### src/rtl/core/pafc_pkg.sv
// Shared types, register map and helpers for the alpha flatten block.
// No dependencies.
`timescale 1ns / 1ps

package pafc_pkg;

  localparam logic [7:0] CHAN_MAX = 8'd255;

  localparam logic [2:0] REG_INVERTED = 3'd0;
  localparam logic [2:0] REG_TARGET_A = 3'd1;
  localparam logic [2:0] REG_TARGET_R = 3'd2;
  localparam logic [2:0] REG_TARGET_G = 3'd3;
  localparam logic [2:0] REG_TARGET_B = 3'd4;

  typedef struct packed {
    logic       inverted;
    logic [7:0] target_a;
    logic [7:0] target_r;
    logic [7:0] target_g;
    logic [7:0] target_b;
  } cfg_t;

  // Truncating division by 255, exact for inputs up to 255 * 255.
  function automatic logic [7:0] div255(input logic [15:0] x);
    logic [16:0] t;
    t = 17'(x) + 17'(x[15:8]) + 17'd1;
    return t[15:8];
  endfunction

endpackage

### src/rtl/core/pafc_pipe.sv
// Three-stage blend pipeline: products, sums, then divide by 255 and select.
// Depends on pafc_pkg.
`timescale 1ns / 1ps

module pafc_pipe import pafc_pkg::*; (
  input  logic       clk_i,
  input  logic       rst_ni,
  input  cfg_t       cfg_i,
  input  logic       in_valid_i,
  output logic       in_stall_o,
  input  logic [7:0] pixel_red_i,
  input  logic [7:0] pixel_green_i,
  input  logic [7:0] pixel_blue_i,
  input  logic [7:0] pixel_alpha_i,
  input  logic       frame_end_i,
  output logic       out_valid_o,
  input  logic       out_stall_i,
  output logic [7:0] out_red_o,
  output logic [7:0] out_green_o,
  output logic [7:0] out_blue_o,
  output logic [7:0] out_alpha_o,
  output logic       out_frame_end_o
);

  logic v1_q, v2_q, v3_q;
  logic en1, en2, en3;

  logic [15:0] pr_q, pg_q, pb_q, tr_q, tg_q, tb_q, ap1_q;
  logic        last1_q;
  logic [7:0]  inv_a;

  logic [15:0] sr_q, sg_q, sb_q, ap2_q;
  logic        last2_q;

  logic [7:0]  red_q, green_q, blue_q, alpha_q;
  logic        last3_q;
  logic [7:0]  alpha_div;

  assign en3 = !v3_q || !out_stall_i;
  assign en2 = !v2_q || en3;
  assign en1 = !v1_q || en2;
  assign in_stall_o = !en1;

  assign inv_a = CHAN_MAX - pixel_alpha_i;

  always_ff @(posedge clk_i or negedge rst_ni) begin
    if (!rst_ni) begin
      v1_q <= 1'b0;
      v2_q <= 1'b0;
      v3_q <= 1'b0;
    end else begin
      if (en1) v1_q <= in_valid_i;
      if (en2) v2_q <= v1_q;
      if (en3) v3_q <= v2_q;
    end
  end

  always_ff @(posedge clk_i) begin
    if (en1 && in_valid_i) begin
      pr_q    <= 16'(pixel_red_i) * 16'(pixel_alpha_i);
      pg_q    <= 16'(pixel_green_i) * 16'(pixel_alpha_i);
      pb_q    <= 16'(pixel_blue_i) * 16'(pixel_alpha_i);
      tr_q    <= 16'(cfg_i.target_r) * 16'(inv_a);
      tg_q    <= 16'(cfg_i.target_g) * 16'(inv_a);
      tb_q    <= 16'(cfg_i.target_b) * 16'(inv_a);
      ap1_q   <= cfg_i.inverted ? 16'(cfg_i.target_a) * 16'(pixel_alpha_i)
                                : 16'(CHAN_MAX - cfg_i.target_a) * 16'(pixel_alpha_i);
      last1_q <= frame_end_i;
    end
  end

  always_ff @(posedge clk_i) begin
    if (en2 && v1_q) begin
      sr_q    <= pr_q + tr_q;
      sg_q    <= pg_q + tg_q;
      sb_q    <= pb_q + tb_q;
      ap2_q   <= ap1_q;
      last2_q <= last1_q;
    end
  end

  assign alpha_div = div255(ap2_q);

  always_ff @(posedge clk_i) begin
    if (en3 && v2_q) begin
      if (cfg_i.inverted) begin
        red_q   <= cfg_i.target_r;
        green_q <= cfg_i.target_g;
        blue_q  <= cfg_i.target_b;
        alpha_q <= cfg_i.target_a - alpha_div;
      end else begin
        red_q   <= div255(sr_q);
        green_q <= div255(sg_q);
        blue_q  <= div255(sb_q);
        alpha_q <= cfg_i.target_a + alpha_div;
      end
      last3_q <= last2_q;
    end
  end

  assign out_valid_o     = v3_q;
  assign out_red_o       = red_q;
  assign out_green_o     = green_q;
  assign out_blue_o      = blue_q;
  assign out_alpha_o     = alpha_q;
  assign out_frame_end_o = last3_q;

endmodule

### src/rtl/core/pixel_alpha_flatten_to_color_top.sv
// Flattens RGBA pixels onto a programmable solid color, with an inverted mode.
// Accepted beats pass the product, sum and divide/select stage registers.
// Throughput is one beat per cycle, less when out_stall_i holds the pipeline.
// Reset clears all valid bits and sets every configuration register to zero.
// Depends on pafc_pkg and pafc_pipe.
`timescale 1ns / 1ps

module pixel_alpha_flatten_to_color_top import pafc_pkg::*; (
  input  logic        clk_i,
  input  logic        rst_ni,
  input  logic        psel,
  input  logic        penable,
  input  logic        pwrite,
  input  logic [4:0]  paddr,
  input  logic [31:0] pwdata,
  output logic [31:0] prdata,
  output logic        pready,
  input  logic        in_valid_i,
  output logic        in_stall_o,
  input  logic [7:0]  pixel_red_i,
  input  logic [7:0]  pixel_green_i,
  input  logic [7:0]  pixel_blue_i,
  input  logic [7:0]  pixel_alpha_i,
  input  logic        frame_end_i,
  output logic        out_valid_o,
  input  logic        out_stall_i,
  output logic [7:0]  out_red_o,
  output logic [7:0]  out_green_o,
  output logic [7:0]  out_blue_o,
  output logic [7:0]  out_alpha_o,
  output logic        out_frame_end_o
);

  cfg_t cfg_q;
  logic wr_en;

  assign pready = 1'b1;
  assign wr_en  = psel && penable && pwrite && pready;

  always_ff @(posedge clk_i or negedge rst_ni) begin
    if (!rst_ni) begin
      cfg_q <= '0;
    end else if (wr_en) begin
      unique case (paddr[4:2])
        REG_INVERTED: cfg_q.inverted <= pwdata[0];
        REG_TARGET_A: cfg_q.target_a <= pwdata[7:0];
        REG_TARGET_R: cfg_q.target_r <= pwdata[7:0];
        REG_TARGET_G: cfg_q.target_g <= pwdata[7:0];
        REG_TARGET_B: cfg_q.target_b <= pwdata[7:0];
        default: ;
      endcase
    end
  end

  always_comb begin
    unique case (paddr[4:2])
      REG_INVERTED: prdata = {31'd0, cfg_q.inverted};
      REG_TARGET_A: prdata = {24'd0, cfg_q.target_a};
      REG_TARGET_R: prdata = {24'd0, cfg_q.target_r};
      REG_TARGET_G: prdata = {24'd0, cfg_q.target_g};
      REG_TARGET_B: prdata = {24'd0, cfg_q.target_b};
      default:      prdata = 32'd0;
    endcase
  end

  pafc_pipe u_pipe (
    .clk_i           (clk_i),
    .rst_ni          (rst_ni),
    .cfg_i           (cfg_q),
    .in_valid_i      (in_valid_i),
    .in_stall_o      (in_stall_o),
    .pixel_red_i     (pixel_red_i),
    .pixel_green_i   (pixel_green_i),
    .pixel_blue_i    (pixel_blue_i),
    .pixel_alpha_i   (pixel_alpha_i),
    .frame_end_i     (frame_end_i),
    .out_valid_o     (out_valid_o),
    .out_stall_i     (out_stall_i),
    .out_red_o       (out_red_o),
    .out_green_o     (out_green_o),
    .out_blue_o      (out_blue_o),
    .out_alpha_o     (out_alpha_o),
    .out_frame_end_o (out_frame_end_o)
  );

endmodule

### config.mk
export PLATFORM = sky130hd
export DESIGN_NAME = pixel_alpha_flatten_to_color_top
export DESIGN_NICKNAME = d
export VERILOG_FILES = /design/src/rtl/core/pafc_pkg.sv /design/src/rtl/core/pafc_pipe.sv /design/src/rtl/core/pixel_alpha_flatten_to_color_top.sv
export SDC_FILE = /design/constraint.sdc
export NUM_CORES = 1
export LEC_CHECK = 0
export BUFFER_PORTS_ARGS = -buffer_cell sky130_fd_sc_hd__buf_2
export CORE_UTILIZATION = 39
export CTS_CLUSTER_SIZE = 24
export DETAILED_ROUTE_END_ITERATION = 12
export GPL_TIMING_DRIVEN = 0
export PLACE_DENSITY = 0.61
export SKIP_CTS_REPAIR_TIMING = 1
export SYNTH_ARGS = -nofsm -noshare
export SYNTH_HDL_FRONTEND = slang
export SYNTH_SLANG_ARGS = --single-unit
export TNS_END_PERCENT = 5
### constraint.sdc
create_clock -name clk_i -period 6.1 [get_ports clk_i]
set_input_delay 1.22 -clock clk_i [delete_from_list [all_inputs] [get_ports clk_i]]
set_output_delay 1.22 -clock clk_i [all_outputs]
set_load 0.01 [all_outputs]
==> metrics, run 1 <==
Netlist Area Pre-Place=29,400 um2; max cap viols=0; leading cell type in the layout, fill and taps excluded=inv_1; element type at the critical path end=flip-flop; Arr. time, crit path=6.22 ns; worst path required time=6.44 ns; setup_tns=0 ns; Avg Vias per Cell=5.13; Power Dens Cells=451 nW/um2; Max-slew headroom=15.2%; FMAX=170 MHz; H-tree depth=2; Synth Instances=2,971; 1st-iter DRT viols=1,267; grt ovf=0; Worst R2R Path Depth=16; Crit Path Category=input pin to flip-flop; Peak VDD IR=0.000342 V; Placed Cells=4,052; Hold Crit Depth=0; vias in the first global route=21,000; number of buffers created by CTS=34; IO Count=145; layout cells sized above 1=8.05%; commonest non-fill, non-tap cells in the layout=inv_1 (424), ha_1 (369), fa_1 (292); CTS max path bufs=3; status=finished, final reports clean; RSZ-0062 raised after global routing=no; crit path time final=5.88 ns; DRC Markers=0; Die Ht=277 um; Final nets=3,857; Final Cycle Share=96.4%; CTS clk-pin slew, worst paths=0.06 ns; overall global routing resource usage=20.1%; Final Routed Wirelength=75,400 um; Clock Sinks=247; Startpoint Class=input pin; Least-Margin Pin Slew=1.27 ns; number of buffers added on ports=86; total number of vias=21,100; Avg WL per Cell=18.3 um; FFs w/ async S/R, synth=14.6%; final setup vio count=0; register area share after synthesis=24.6%; drt pass-1 iters=6; worst hold path type=flip-flop to flip-flop; CTS tree=built; Die ar.=76,600 um2; Post-Layout Cell Count=4,116; Synth Register Bits=247; CTS root buf=clkbuf_16; Std-Cell Rows=100; initial antenna violation count=14; RD Place Congestion=0.919; Initial Util=39.5%; width of the die=277 um; most common flop cell mapped by yosys=edfxtp_1; core area=74,600 um2; antenna-violating nets left=0; Clk Latency, worst-skew pair=0.56 ns; Synthesis Warnings=0; number of flops mapped to enable cells by yosys=211; P&R area growth vs syn=9.99%; largest net degree at the start of global routing=65; Fin. Hold Viols=0; post-DP HPWL=59,900 um; Pleak=0.0150 uW; global-route wire length before repair=119,000 um; Fill cells=7,298; Slew Viols, Final=0; Yosys cell types=67; skew final=0.0264 ns; maximum fanout along the worst path=10; Synth Area per Inst=9.90 um2
-- routing by layer --
layer  vias to the layer above  share of wire [%]  global-route usage [%]
li1                      10200                  -                       -
met1                     10400                 47                    29.1
met2                       444                 44                    31.5
met3                        90                6.3                    2.88
met4                        10                2.3                    4.87
met5                         -              0.082                       0
-- metrics by stage --
step | total power, uW | cell area (um2) | utilization [%] | setup WS (ns) | hold slack (ns)
floorplan | 10300 | 29500 | - | 0.471 | 0.400
global placement | 12600 | 31200 | 41.8 | -1.01 | 0.401
detailed placement | 12700 | 31200 | 41.9 | -1.03 | 0.405
CTS | 14700 | 32300 | 43.4 | -0.431 | 0.414
global route | 16100 | 32400 | 43.4 | 0.0384 | 0.424
finish | 14600 | 32400 | 43.4 | 0.221 | 0.417
-- cell families after synthesis --
group / Yosys count / synth area share [%]
compound gates: 418 / 9.65
xor+xnor: 119 / 3.54
fa+ha+maj: 661 / 35.6
buf+inv: 557 / 7.44
flops: 247 / 24.6
mux: 52 / 1.99
other cells: 2 / 0.0255
simple gates: 915 / 17.2
-- where the power goes --
| group | switching [uW] | internal (uW) |
|---|---|---|
| sequential | 339 | 2940 |
| clock | 810 | 1140 |
| combinational | 5300 | 4070 |
| total | 6450 | 8160 |
-- cell type report --
| cell class | instances | area [um2] | share of cell area (%) |
|---|---|---|---|
| multi-input combinational | 2190 | 20100 | 62.1 |
| sequential | 247 | 7240 | 22.4 |
| inverter | 424 | 1590 | 4.92 |
| tap | 969 | 1210 | 3.75 |
| clock buffer | 36 | 880 | 2.72 |
| buffer | 133 | 619 | 1.91 |
| timing repair buffer | 89 | 505 | 1.56 |
| clock inverter | 25 | 210 | 0.649 |
| antenna | 3 | 7.51 | 0.0232 |
-- worst max-delay path: stages --
cell	delay, ns
clkbuf_1	0.42
clkbuf_2	0.51
nand2_1	0.13
fa_1	0.47
fa_1	0.50
inv_1	0.05
fa_1	0.47
inv_1	0.05
fa_1	0.47
inv_1	0.04
ha_1	0.33
a21o_1	0.18
a21oi_1	0.13
o21ai_1	0.15
a31oi_1	0.37
mux2_2	0.39
nor4_1	0.32
-- cell usage after synthesis, drive strengths merged (72+ instances only) --
cell | n | area (um2)
a21oi | 72 | 375
and2 | 226 | 1410
clkbuf | 103 | 387
edfxtp | 211 | 6340
fa | 292 | 5850
ha | 369 | 4620
inv | 424 | 1590
nand2 | 118 | 443
nor2 | 132 | 495
nor2b | 238 | 1490
o21ai | 93 | 469
xnor2 | 100 | 876
-- final timing paths --
check	end	slack [ns]	start
setup / recovery	u_pipe.ap1_q[15]$_DFFE_PP_	0.22	pixel_alpha_i[7]
setup reg to reg	u_pipe.ap1_q[15]$_DFFE_PP_	0.49	cfg_q[28]$_DFFE_PN0P_
min in group asynchronous	u_pipe.out_valid_o$_DFFE_PN0P_	0.82	rst_ni
hold reg to reg	u_pipe.ap2_q[4]$_DFFE_PP_	0.42	u_pipe.ap1_q[4]$_DFFE_PP_
max in group asynchronous	cfg_q[2]$_DFFE_PN0P_	4.68	rst_ni
hold / removal	u_pipe.ap2_q[4]$_DFFE_PP_	0.42	u_pipe.ap1_q[4]$_DFFE_PP_
-- sequential cells by signal (all words and copies together), names as in the netlist, 16 cells and up --
name,count
cfg_q,33
u_pipe.ap1_q,16
u_pipe.ap2_q,16
u_pipe.pb_q,16
u_pipe.pg_q,16
u_pipe.pr_q,16
u_pipe.sb_q,16
u_pipe.sg_q,16
u_pipe.sr_q,16
u_pipe.tb_q,16
u_pipe.tg_q,16
u_pipe.tr_q,16
No activity file was read; power rests on OpenSTA's default activity.
==> run 2: changes to the inputs <==
--- a/config.mk
+++ b/config.mk
@@ -5,7 +5,7 @@
 export SDC_FILE = /design/constraint.sdc
 export NUM_CORES = 1
 export LEC_CHECK = 0
-export BUFFER_PORTS_ARGS = -buffer_cell sky130_fd_sc_hd__buf_2
+export BUFFER_PORTS_ARGS = -buffer_cell sky130_fd_sc_hd__buf_4
 export CORE_UTILIZATION = 39
 export CTS_CLUSTER_SIZE = 24
 export DETAILED_ROUTE_END_ITERATION = 12
==> metrics, run 2 (synthesis gave the netlist of run 1 again) <==
register area=7240 um2 (unchanged); Die ar.=76,600 um2 (unchanged); dpl cell area=31,500 um2 (+0.69%); total number of vias=21,000 (-0.43%); Final Cycle Share=95.3% (-1.1 points); FMAX=172 MHz (+1.2%); Max-slew headroom=18.8% (+3.6 points); Die Ht=277 um (unchanged); Std-Cell Rows=100 (unchanged); Crit Path Category=input pin to flip-flop; setup_tns=0 ns (unchanged); worst path required time=6.50 ns (+0.06 ns); final core occ=43.7% (+0.31 points); max FFs per register=33 (unchanged); layout cells sized above 1=7.99% (-0.056 points); antenna-violating nets left=0 (unchanged); Largest Register=cfg_q; width of the die=277 um (unchanged); Post-Layout Cell Count=4,113 (-0.073%); global-route wire length before repair=120,000 um (+0.54%); overall global routing resource usage=20.1% (+0.052 points); post-DP HPWL=60,000 um (+0.13%); CTS clk-pin slew, worst paths=0.06 ns (about the same); Peak VDD IR=0.000333 V (-2.5%); CTS root buf=clkbuf_16; Initial Util=39.5% (unchanged); largest net degree at the start of global routing=65 (unchanged); combinational power share=64.2% (about the same); status=finished, final reports clean; grt ovf=0 (unchanged); CTS tree=built; crit path time final=5.81 ns (-0.0672 ns); Placed Cells=4,052 (unchanged); Startpoint Class=input pin; Fill cells=7,290 (-0.11%); number of buffers added on ports=86 (unchanged); Clk Latency, worst-skew pair=0.62 ns (+0.06 ns); Slew Viols, Final=0 (unchanged); Avg WL per Cell=18.4 um (+0.45%); Power Dens Cells=451 nW/um2 (-0.12%); final instance area=32,600 um2 (+0.72%); 1st-iter DRT viols=1,300 (+2.6%); number of buffers created by CTS=31 (-8.8%); RD Place Congestion=0.903 (-1.8%); Final Routed Wirelength=75,700 um (+0.38%); worst hold path type=flip-flop to flip-flop; Arr. time, crit path=6.21 ns (about the same); drt pass-1 iters=5 (-1); DRC Markers=0 (unchanged); Least-Margin Pin Slew=1.22 ns (-0.0547 ns); Hold Worst Slack=0.411 ns (-0.00640 ns); CTS max path bufs=3 (unchanged); Fin. Hold Viols=0 (unchanged); net switching fraction of the power=43.9% (-0.24 points); Pleak=0.0150 uW (+0.45%); max cap viols=0 (unchanged); commonest non-fill, non-tap cells in the layout=inv_1 (424), ha_1 (369), fa_1 (292); maximum fanout along the worst path=10 (unchanged); H-tree depth=1 (-1); vias in the first global route=21,300 (+1.4%); core area=74,600 um2 (unchanged); initial antenna violation count=10 (-4); Clock Sinks=247 (unchanged); Internal Power=8240 uW (+1.0%); sequential power share=22.3% (-0.2 points); leading cell type in the layout, fill and taps excluded=inv_1; clock share of power=13.5% (about the same); IO Count=145 (unchanged); RSZ-0062 raised after global routing=no; P&R area growth vs syn=10.8%; Avg Vias per Cell=5.11 (-0.36%); area occupied by multi-input gates=20,100 um2 (unchanged); Final nets=3,854 (-0.078%); final setup vio count=0 (unchanged); element type at the critical path end=flip-flop; skew final=0.0111 ns (-0.0153 ns); P_sw=6450 uW (about the same)
[run 2: changes by cell type in the layout (fill, tap and decap cells not counted)]
| cell | before | now |
|---|---|---|
| clkbuf_16 | 35 | 34 |
| bufinv_16 | 2 | 3 |
| clkinv_1 | 4 | 2 |
| inv_6 | 4 | 3 |
| clkbuf_4 | 0 | 1 |
| clkinv_2 | 10 | 3 |
| buf_2 | 86 | 0 |
| buf_4 | 26 | 112 |
| clkbuf_8 | 0 | 2 |
| clkinv_4 | 0 | 3 |
| clkbuf_1 | 87 | 88 |
[run 2: worst max-delay path, cell delays in order]
cell	delay, ns
clkbuf_2	0.43
clkbuf_1	0.59
nor2b_1	0.25
fa_1	0.45
fa_1	0.46
fa_1	0.49
inv_1	0.05
fa_1	0.35
inv_1	0.06
ha_1	0.28
and3_1	0.21
a221o_1	0.30
a31oi_1	0.27
mux2_2	0.39
nor4_1	0.37
[run 2: final cells by class]
class                      instances  share of cell area (%)
clock inverter                    19                   0.660
sequential                       247                    22.2
antenna                            3                  0.0230
multi-input combinational       2190                    61.7
tap                              969                    3.72
inverter                         424                    4.88
timing repair buffer              89                    2.21
buffer                           133                    1.91
clock buffer                      39                    2.73
[run 2: worst paths after layout]
kind	startpoint	end	slack (ns)	cells after the start
setup / recovery	pixel_alpha_i[6]	u_pipe.ap1_q[15]$_DFFE_PP_	0.29	15
setup reg to reg	cfg_q[28]$_DFFE_PN0P_	u_pipe.ap1_q[15]$_DFFE_PP_	0.53	16
min in group asynchronous	rst_ni	u_pipe.out_valid_o$_DFFE_PN0P_	0.57	1
max in group asynchronous	rst_ni	cfg_q[26]$_DFFE_PN0P_	5.13	1
hold reg to reg	u_pipe.ap1_q[9]$_DFFE_PP_	u_pipe.ap2_q[9]$_DFFE_PP_	0.41	0
hold / removal	u_pipe.ap1_q[9]$_DFFE_PP_	u_pipe.ap2_q[9]$_DFFE_PP_	0.41	0
[run 2: per-layer routing]
metal	global-route usage [%]	up-vias	wire length (um)	part of all wire, %
met3	4.29	96	5930	7.8
li1	-	10100	-	-
met2	32.1	473	33700	44
met1	27.8	10300	34300	45
met5	0	-	39	0.052
met4	4.94	6	1750	2.3
[run 2: power by group through the flow]
stage                     Combinational (uW)  Sequential, uW  Clock, uW
after floorplan                         7070            3240          0
after global placement                  9330            3340          0
after detailed placement                9410            3330          0
after CTS                               9510            3300       2010
after global routing                   10800            3350       2080
final                                   9430            3280       1980
[run 2: per-stage QoR]
step	setup WS, ns	power, uW
after CTS	-0.382	14800
after global placement	-0.972	12700
after floorplan	0.471	10300
final	0.289	14700
after global routing	0.0122	16200
after detailed placement	-1.00	12700
